## config.mk

```make
export PLATFORM = sky130hd
export DESIGN_NAME = epoch_seconds_to_calendar
export DESIGN_NICKNAME = d
export VERILOG_FILES = /design/src/hdl/esc_pkg.sv /design/src/hdl/epoch_seconds_to_calendar.sv
export SDC_FILE = /design/constraint.sdc
export NUM_CORES = 2
export LEC_CHECK = 0
export BUFFER_PORTS_ARGS = -buffer_cell sky130_fd_sc_hd__buf_2
export CAP_MARGIN = 20
export CORE_MARGIN = 1.5
export CORE_UTILIZATION = 39
export DETAILED_ROUTE_END_ITERATION = 8
export SLEW_MARGIN = 30
export SYNTH_ARGS = -nofsm -noshare
export SYNTH_HDL_FRONTEND = slang
export SYNTH_SLANG_ARGS = --single-unit
```

## constraint.sdc

```tcl
create_clock -name clock -period 19.7 [get_ports clock]
set_input_delay 1.97 -clock clock [delete_from_list [all_inputs] [get_ports clock]]
set_output_delay 1.97 -clock clock [all_outputs]
set_load 0.05 [all_outputs]
```

## src/hdl/esc_pkg.sv

```systemverilog
// ----------------------------------------------------------------------------
// esc_pkg
// Constants of the epoch seconds to calendar converter: day offsets and the
// reciprocal multipliers that replace division by fixed divisors.
// ----------------------------------------------------------------------------
package esc_pkg;

   // Bias that makes the seconds count non-negative (a whole number of days)
   localparam longint unsigned BIAS_DAYS = 49711;
   localparam longint unsigned SEC_BIAS  = BIAS_DAYS * 86400;

   // Days from 1600-03-01 to 1970-01-01, minus the bias days
   localparam longint unsigned DOE_BIAS = 135080 - BIAS_DAYS;
   localparam longint unsigned ERA_DAYS = 146097;

   // Exact floor division: x / D == (x * ceil(2^K / D)) >> K for K = n + ceil(log2 D)
   localparam int K675   = 37;
   localparam int K3600  = 29;
   localparam int K1460  = 29;
   localparam int K36524 = 34;
   localparam int K60    = 18;
   localparam int K365   = 27;
   localparam int K100   = 16;
   localparam int K153   = 19;
   localparam int K5     = 14;

   localparam longint unsigned M675   = ((64'd1 << K675) + 675 - 1) / 675;
   localparam longint unsigned M3600  = ((64'd1 << K3600) + 3600 - 1) / 3600;
   localparam longint unsigned M1460  = ((64'd1 << K1460) + 1460 - 1) / 1460;
   localparam longint unsigned M36524 = ((64'd1 << K36524) + 36524 - 1) / 36524;
   localparam longint unsigned M60    = ((64'd1 << K60) + 60 - 1) / 60;
   localparam longint unsigned M365   = ((64'd1 << K365) + 365 - 1) / 365;
   localparam longint unsigned M100   = ((64'd1 << K100) + 100 - 1) / 100;
   localparam longint unsigned M153   = ((64'd1 << K153) + 153 - 1) / 153;
   localparam longint unsigned M5     = ((64'd1 << K5) + 5 - 1) / 5;

   // Field limits
   localparam int MONTH_MAX  = 12;
   localparam int DAY_MAX    = 31;
   localparam int FEB_MAX    = 29;
   localparam int HOUR_MAX   = 23;
   localparam int MINUTE_MAX = 59;
   localparam int MONTH_FEB  = 2;

endpackage

```

## src/hdl/epoch_seconds_to_calendar.sv

```systemverilog
// ----------------------------------------------------------------------------
// epoch_seconds_to_calendar
// Converts signed seconds since 1970-01-01 00:00:00 into proleptic Gregorian
// year, month, day, hour, minute and second through a twelve-stage pipeline.
// ----------------------------------------------------------------------------
//  channel | direction | handshake          | payload
//  req     | in        | req_valid/stall    | req_epoch_seconds (33b signed)
//  rsp     | out       | rsp_valid/stall    | year, month, day, hour, minute, second
//
// An accepted req beat moves through every stage register to its rsp beat; one
// beat may enter every cycle while req_stall is low.
// Synchronous reset clears the stage valid bits only.
// A stalled rsp beat freezes the whole pipeline and raises req_stall.
// ----------------------------------------------------------------------------
module epoch_seconds_to_calendar (
   input  logic        clock,
   input  logic        reset,
   input  logic        req_valid,
   output logic        req_stall,
   input  logic [32:0] req_epoch_seconds,
   output logic        rsp_valid,
   input  logic        rsp_stall,
   output logic [11:0] rsp_year,
   output logic [3:0]  rsp_month,
   output logic [4:0]  rsp_day,
   output logic [4:0]  rsp_hour,
   output logic [5:0]  rsp_minute,
   output logic [5:0]  rsp_second
);

   localparam int STAGES = 12;

   logic              advance;
   logic [STAGES-1:0] vld_ff, vld_in;

   // stage 1: biased seconds split at 2^7
   logic [26:0] v1_ff, v1_in;
   logic [6:0]  lo1_ff, lo1_in;
   logic [33:0] biased;
   // stage 2: quotient product for /675
   logic [54:0] pq2_ff, pq2_in;
   logic [26:0] v2_ff;
   logic [6:0]  lo2_ff;
   // stage 3: day count and second of day
   logic [17:0] doeall3_ff, doeall3_in;
   logic [16:0] sod3_ff, sod3_in;
   logic [16:0] q3;
   logic [26:0] r3;
   // stage 4: era fold, hour product
   logic [17:0] doe4_ff, doe4_in;
   logic        era4_ff, era4_in;
   logic [34:0] ph4_ff, ph4_in;
   logic [16:0] sod4_ff;
   // stage 5: century products, hour
   logic [36:0] p1_5_ff, p1_5_in, p2_5_ff, p2_5_in;
   logic [17:0] doe5_ff;
   logic        era5_ff;
   logic [4:0]  hour5_ff, hour5_in;
   logic [11:0] remh5_ff, remh5_in;
   logic [16:0] hsec5;
   // stage 6: year-of-era numerator, minute product
   logic [17:0] a6_ff, a6_in;
   logic [17:0] doe6_ff;
   logic        era6_ff;
   logic [4:0]  hour6_ff;
   logic [24:0] pm6_ff, pm6_in;
   logic [11:0] remh6_ff;
   // stage 7: year product, minute and second
   logic [36:0] py7_ff, py7_in;
   logic [17:0] doe7_ff;
   logic        era7_ff;
   logic [4:0]  hour7_ff;
   logic [5:0]  min7_ff, min7_in, sec7_ff, sec7_in;
   logic [11:0] msec7;
   // stage 8: year of era and its century product
   logic [8:0]  yoe8_ff, yoe8_in;
   logic [18:0] pc8_ff, pc8_in;
   logic [17:0] doe8_ff;
   logic        era8_ff;
   logic [4:0]  hour8_ff;
   logic [5:0]  min8_ff, sec8_ff;
   // stage 9: day of year (March based)
   logic [8:0]  doy9_ff, doy9_in;
   logic [8:0]  yoe9_ff;
   logic        era9_ff;
   logic [4:0]  hour9_ff;
   logic [5:0]  min9_ff, sec9_ff;
   logic [17:0] ydays9;
   // stage 10: month product
   logic [22:0] pmp10_ff, pmp10_in;
   logic [10:0] t10;
   logic [8:0]  doy10_ff, yoe10_ff;
   logic        era10_ff;
   logic [4:0]  hour10_ff;
   logic [5:0]  min10_ff, sec10_ff;
   // stage 11: month index and its start-of-month product
   logic [3:0]  mp11_ff, mp11_in;
   logic [22:0] p5_11_ff, p5_11_in;
   logic [10:0] u11;
   logic [8:0]  doy11_ff, yoe11_ff;
   logic        era11_ff;
   logic [4:0]  hour11_ff;
   logic [5:0]  min11_ff, sec11_ff;
   // stage 12: output register
   logic [11:0] year_ff, year_in;
   logic [3:0]  month_ff, month_in;
   logic [4:0]  day_ff, day_in;
   logic [8:0]  mstart12;
   logic [4:0]  hour12_ff;
   logic [5:0]  min12_ff, sec12_ff;

   // Hold every stage while the output beat is stalled
   assign advance   = !(vld_ff[STAGES-1] && rsp_stall);
   assign req_stall = !advance;

   // Shift the valid bits with the data
   always_comb begin
      vld_in = {vld_ff[STAGES-2:0], req_valid};
   end

   always_ff @(posedge clock) begin
      if (reset) begin
         vld_ff <= '0;
      end else if (advance) begin
         vld_ff <= vld_in;
      end
   end

   // Stage 1: bias to a non-negative count, split off the power-of-two factor
   always_comb begin
      biased = {req_epoch_seconds[32], req_epoch_seconds} + 34'(esc_pkg::SEC_BIAS);
      v1_in  = biased[33:7];
      lo1_in = biased[6:0];
   end

   // Stage 2: multiply by reciprocal of 675
   assign pq2_in = 55'(v1_ff) * 55'(esc_pkg::M675);

   // Stage 3: days and second of day
   always_comb begin
      q3         = pq2_ff[53:37];
      r3         = v2_ff - 27'(q3) * 27'd675;
      sod3_in    = {r3[9:0], lo2_ff};
      doeall3_in = 18'(q3) + 18'(esc_pkg::DOE_BIAS);
   end

   // Stage 4: fold into one 400-year era, start hour division
   always_comb begin
      era4_in = doeall3_ff >= 18'(esc_pkg::ERA_DAYS);
      doe4_in = era4_in ? doeall3_ff - 18'(esc_pkg::ERA_DAYS) : doeall3_ff;
      ph4_in  = 35'(sod3_ff) * 35'(esc_pkg::M3600);
   end

   // Stage 5: century products, hour and its remainder
   always_comb begin
      p1_5_in  = 37'(doe4_ff) * 37'(esc_pkg::M1460);
      p2_5_in  = 37'(doe4_ff) * 37'(esc_pkg::M36524);
      hour5_in = ph4_ff[33:29];
      hsec5    = 17'(hour5_in) * 17'd3600;
      remh5_in = 12'(sod4_ff - hsec5);
   end

   // Stage 6: remove leap days from the era day count, start minute division
   always_comb begin
      a6_in  = doe5_ff - 18'(p1_5_ff[36:29]) + 18'(p2_5_ff[36:34])
               - 18'(doe5_ff == 18'(esc_pkg::ERA_DAYS - 1));
      pm6_in = 25'(remh5_ff) * 25'(esc_pkg::M60);
   end

   // Stage 7: year product, minute and second
   always_comb begin
      py7_in  = 37'(a6_ff) * 37'(esc_pkg::M365);
      min7_in = pm6_ff[23:18];
      msec7   = 12'(min7_in) * 12'd60;
      sec7_in = 6'(remh6_ff - msec7);
   end

   // Stage 8: year of era, century count product
   always_comb begin
      yoe8_in = py7_ff[35:27];
      pc8_in  = 19'(yoe8_in) * 19'(esc_pkg::M100);
   end

   // Stage 9: day of year counted from March 1
   always_comb begin
      ydays9  = 18'(yoe8_ff) * 18'd365 + 18'(yoe8_ff[8:2]) - 18'(pc8_ff[18:16]);
      doy9_in = 9'(doe8_ff - ydays9);
   end

   // Stage 10: month product
   always_comb begin
      t10      = 11'(doy9_ff) * 11'd5 + 11'd2;
      pmp10_in = 23'(t10) * 23'(esc_pkg::M153);
   end

   // Stage 11: month index from March, start-of-month product
   always_comb begin
      mp11_in  = pmp10_ff[22:19];
      u11      = 11'(mp11_in) * 11'd153 + 11'd2;
      p5_11_in = 23'(u11) * 23'(esc_pkg::M5);
   end

   // Stage 12: day, month and year
   always_comb begin
      mstart12 = p5_11_ff[22:14];
      day_in   = 5'(doy11_ff - mstart12 + 9'd1);
      month_in = (mp11_ff < 4'd10) ? mp11_ff + 4'd3 : mp11_ff - 4'd9;
      year_in  = 12'd1600 + 12'(yoe11_ff) + (era11_ff ? 12'd400 : 12'd0)
                 + 12'(month_in <= 4'(esc_pkg::MONTH_FEB));
   end

   // Advance the payload registers together
   always_ff @(posedge clock) begin
      if (advance) begin
         v1_ff      <= v1_in;
         lo1_ff     <= lo1_in;
         pq2_ff     <= pq2_in;
         v2_ff      <= v1_ff;
         lo2_ff     <= lo1_ff;
         doeall3_ff <= doeall3_in;
         sod3_ff    <= sod3_in;
         doe4_ff    <= doe4_in;
         era4_ff    <= era4_in;
         ph4_ff     <= ph4_in;
         sod4_ff    <= sod3_ff;
         p1_5_ff    <= p1_5_in;
         p2_5_ff    <= p2_5_in;
         doe5_ff    <= doe4_ff;
         era5_ff    <= era4_ff;
         hour5_ff   <= hour5_in;
         remh5_ff   <= remh5_in;
         a6_ff      <= a6_in;
         doe6_ff    <= doe5_ff;
         era6_ff    <= era5_ff;
         hour6_ff   <= hour5_ff;
         pm6_ff     <= pm6_in;
         remh6_ff   <= remh5_ff;
         py7_ff     <= py7_in;
         doe7_ff    <= doe6_ff;
         era7_ff    <= era6_ff;
         hour7_ff   <= hour6_ff;
         min7_ff    <= min7_in;
         sec7_ff    <= sec7_in;
         yoe8_ff    <= yoe8_in;
         pc8_ff     <= pc8_in;
         doe8_ff    <= doe7_ff;
         era8_ff    <= era7_ff;
         hour8_ff   <= hour7_ff;
         min8_ff    <= min7_ff;
         sec8_ff    <= sec7_ff;
         doy9_ff    <= doy9_in;
         yoe9_ff    <= yoe8_ff;
         era9_ff    <= era8_ff;
         hour9_ff   <= hour8_ff;
         min9_ff    <= min8_ff;
         sec9_ff    <= sec8_ff;
         pmp10_ff   <= pmp10_in;
         doy10_ff   <= doy9_ff;
         yoe10_ff   <= yoe9_ff;
         era10_ff   <= era9_ff;
         hour10_ff  <= hour9_ff;
         min10_ff   <= min9_ff;
         sec10_ff   <= sec9_ff;
         mp11_ff    <= mp11_in;
         p5_11_ff   <= p5_11_in;
         doy11_ff   <= doy10_ff;
         yoe11_ff   <= yoe10_ff;
         era11_ff   <= era10_ff;
         hour11_ff  <= hour10_ff;
         min11_ff   <= min10_ff;
         sec11_ff   <= sec10_ff;
         year_ff    <= year_in;
         month_ff   <= month_in;
         day_ff     <= day_in;
         hour12_ff  <= hour11_ff;
         min12_ff   <= min11_ff;
         sec12_ff   <= sec11_ff;
      end
   end

   // Drive the rsp beat from the last stage
   assign rsp_valid  = vld_ff[STAGES-1];
   assign rsp_year   = year_ff;
   assign rsp_month  = month_ff;
   assign rsp_day    = day_ff;
   assign rsp_hour   = hour12_ff;
   assign rsp_minute = min12_ff;
   assign rsp_second = sec12_ff;

endmodule

```

==> out/results.ini <==
[place]
routabilityCongestion = 0.888
portBuffers = 76
dp_hpwl_um = 89200

[global_routing]
grt_util_all_layers = 0.151
grt_antenna_before_repair = 1
grt_pass1_vias = 34944
grt_max_degree = 72
grt_pass1_wl_um = 176000
grt_overflow = 0

[sta]
fmax_mhz = 138
setup_violations = 0
fin_crit_sh = 0.368
rsz0062_at_grt = false
hold_viol_final = 0
finalClockSkew_ns = 0.0294
fin_setup_tns_ns = 0
slew_headroom = 0.347
maxSlewViolCount = 0
worst_pin_slew_ns = 0.980
min_period_ns = 7.25

[floorplanning]
core_region_area_mm2 = 0.141
fp.dieW_um = 380
dieHeight_um = 380
std_cell_rows = 138
start_util = 0.392
die_area_mm2 = 0.144
io_pins = 77

[clock_tree]
post_cts_buffers = 0
cts_buffer_depth = 3
cts_tree = done
cts_root_buffer = clkbuf_16
insertion_delay_ns = 0.63
htree_num_levels = 2
ctsResizeCount = 0
clkTransAtPathRegs_ns = 0.06
cts.hold.buffers_added = 0
cts_buffers = 52
clkSinkCount = 469

[logic_synthesis]
syn_nets = 6744
synth_cells = 4754
synthTopCellsByArea = ha_1 28%, fa_1 26%, edfxtp_1 25%, inv_1 8.5%, xnor2_1 2.6%
synth_cell_types = 78
yosys_warnings = 0
synth-edff-count = 457
synth_area_mm2 = 0.0554
yosysSeqAreaShare = 0.252
synth_ff_type = edfxtp_1
netlist.area_leader.share = 0.281
ys_ff_latch = 469
synth-async-reset-ratio = 0
synth_most_common_cell = inv_1
synth_area_per_cell_um2 = 11.6
synth.largest_area_cell = ha_1
synth_common_cells = 1255 x inv_1, 1242 x ha_1, 711 x fa_1

[setup_path]
crit_type = reg -> reg
cp-start-kind = flip-flop
cp.buffers_inverters = 2
cp-end-kind = flip-flop
cp.arrival_ns = 7.71
cpMostUsedCell = o21a_1
cp_slowest_stage_delay_ns = 0.56
worst-r2r-cell-count = 26
slowest_stage = fa_1
cp_max_fo = 6
required_ns = 20.16
cp_num_cells = 26
path_delay_family = adder cells

[route]
ant_nets = 0
vias_per_cell = 4.69
detail_route.wl_per_cell_um = 15.3
drcViolationCount = 0
via_count = 31993
routed_wl_um = 104000
dr.first_iter.drc_count = 1267
drt-pass1-iter-count = 4

[run]
drv_cap = 0

[final_layout]
n_antenna_cell = 0
syn_to_final_growth_pct = 8.15
layout-drive-gt1-share = 0.0427
final_nets = 6884

[min_path]
whs_path_depth = 0
hold_path.class = reg -> reg

[status]
status = complete, no violations

==> layout make-up <==
| cell class | count | area, um2 |
|---|---|---|
| inverters | 1255 | 4710 |
| multi-input cells | 3023 | 36700 |
| flip-flops and latches | 469 | 14000 |
| well taps | 1890 | 2360 |
| clock inverters | 37 | 337 |
| fillers | 13399 | 81400 |
| repair buffers | 93 | 508 |
| clock buffers | 60 | 1330 |
==> metal layers <==
layer	routed length (um)	vias up	track usage
met1	48800	15722	0.203
met3	3290	117	0.0183
met2	50100	347	0.259
li1	-	15807	-
met4	2090	0	0.0331
met5	0	-	0
==> worst register-to-register path, cell delays in order (launching register included) <==
cell,delay [ns]
edfxtp_1,0.49
ha_1,0.34
ha_1,0.34
o211a_1,0.13
o21ai_1,0.15
a21oi_1,0.12
o21a_1,0.19
o21a_1,0.18
o21a_1,0.20
or2_2,0.30
o311ai_1,0.54
ha_1,0.26
inv_1,0.09
fa_1,0.45
fa_1,0.50
fa_1,0.52
fa_1,0.56
inv_1,0.05
ha_1,0.27
o21a_1,0.17
o21a_1,0.15
o21ai_0,0.14
a21oi_1,0.11
o211ai_1,0.14
nand4_1,0.18
a2111o_1,0.40
o211ai_1,0.09
==> registers in the layout (all words and copies together) (netlist names), 8 cells and up <==
name / count
remh5_ff: 12
doy9_ff: 9
yoe10_ff: 9
sod3_ff: 17
a6_ff: 18
doe7_ff: 9
vld_ff: 12
yoe11_ff: 9
doe8_ff: 9
v1_ff: 27
py7_ff: 9
yoe8_ff: 9
doe4_ff: 18
pq2_ff: 21
sod4_ff: 11
doeall3_ff: 18
doe6_ff: 9
rsp_year: 12
doe5_ff: 16
yoe9_ff: 9
p1_5_ff: 8
==> cell families (layout without fill, tap and decap cells) <==
logic type               count (synthesis)  in the layout  share of synthesized area
adder cells (fa/ha/maj)               1953           1953                      0.538
buffers and inverters                 1262           1445                     0.0857
flip-flops                             469            469                      0.252
AO/OA/AOI/OAI                          432            432                     0.0523
AND/OR/NAND/NOR                        421            421                     0.0376
XOR/XNOR                               214            214                     0.0339
multiplexers                             3              3                   0.000565
==> worst paths after layout <==
kind                  end  startpoint  slack, ns
max reg2reg  pmp10_ff[22]  doy9_ff[1]      12.45
min reg2reg       era7_ff     era6_ff       0.41
max          pmp10_ff[22]  doy9_ff[1]      12.45
min               era7_ff     era6_ff       0.41
==> metrics by stage <==
stage	instance area, um2	utilization	hold slack, ns	instances	setup slack, ns
final	59900	0.424	0.412	6827	12.45
after global routing	59900	0.424	0.416	6827	12.04
after CTS	59900	0.424	0.407	6827	12.44
after detailed placement	58200	0.412	0.405	6730	12.47
after global placement	58200	0.412	0.401	6730	12.60
after floorplan	55400	-	0.400	4754	4.15
==> cell usage in the layout, fill, tap and decap left out, types with 6 or more instances in the layout <==
master	netlist	layout
inv_1	1255	1255
o21ai_0	67	67
a21o_1	53	53
a211o_1	8	8
nor2b_1	17	17
fa_1	711	711
and2_1	9	9
ha_1	1242	1242
clkinvlp_4	0	6
and3_1	16	16
nor3_1	46	46
nor2_1	101	101
o21a_1	31	31
clkbuf_16	0	52
o211ai_1	16	16
xnor2_1	163	163
buf_4	0	17
clkbuf_1	4	8
clkinv_1	0	9
nand4_1	24	24
a221oi_1	6	6
nor4_1	7	7
or2_2	11	11
o21ai_1	8	8
or3_1	10	10
a31oi_1	10	10
buf_2	2	76
nand3_1	33	33
dfxtp_1	12	12
clkinv_2	0	9
xor2_1	51	51
o21bai_1	19	19
nand2b_1	15	15
a21boi_0	6	6
a211oi_1	14	14
nand2_1	105	104
a21oi_1	131	131
edfxtp_1	457	457
Power is not shown: default switching activity piles up to over one toggle a cycle in this logic, so the estimate is an artifact.
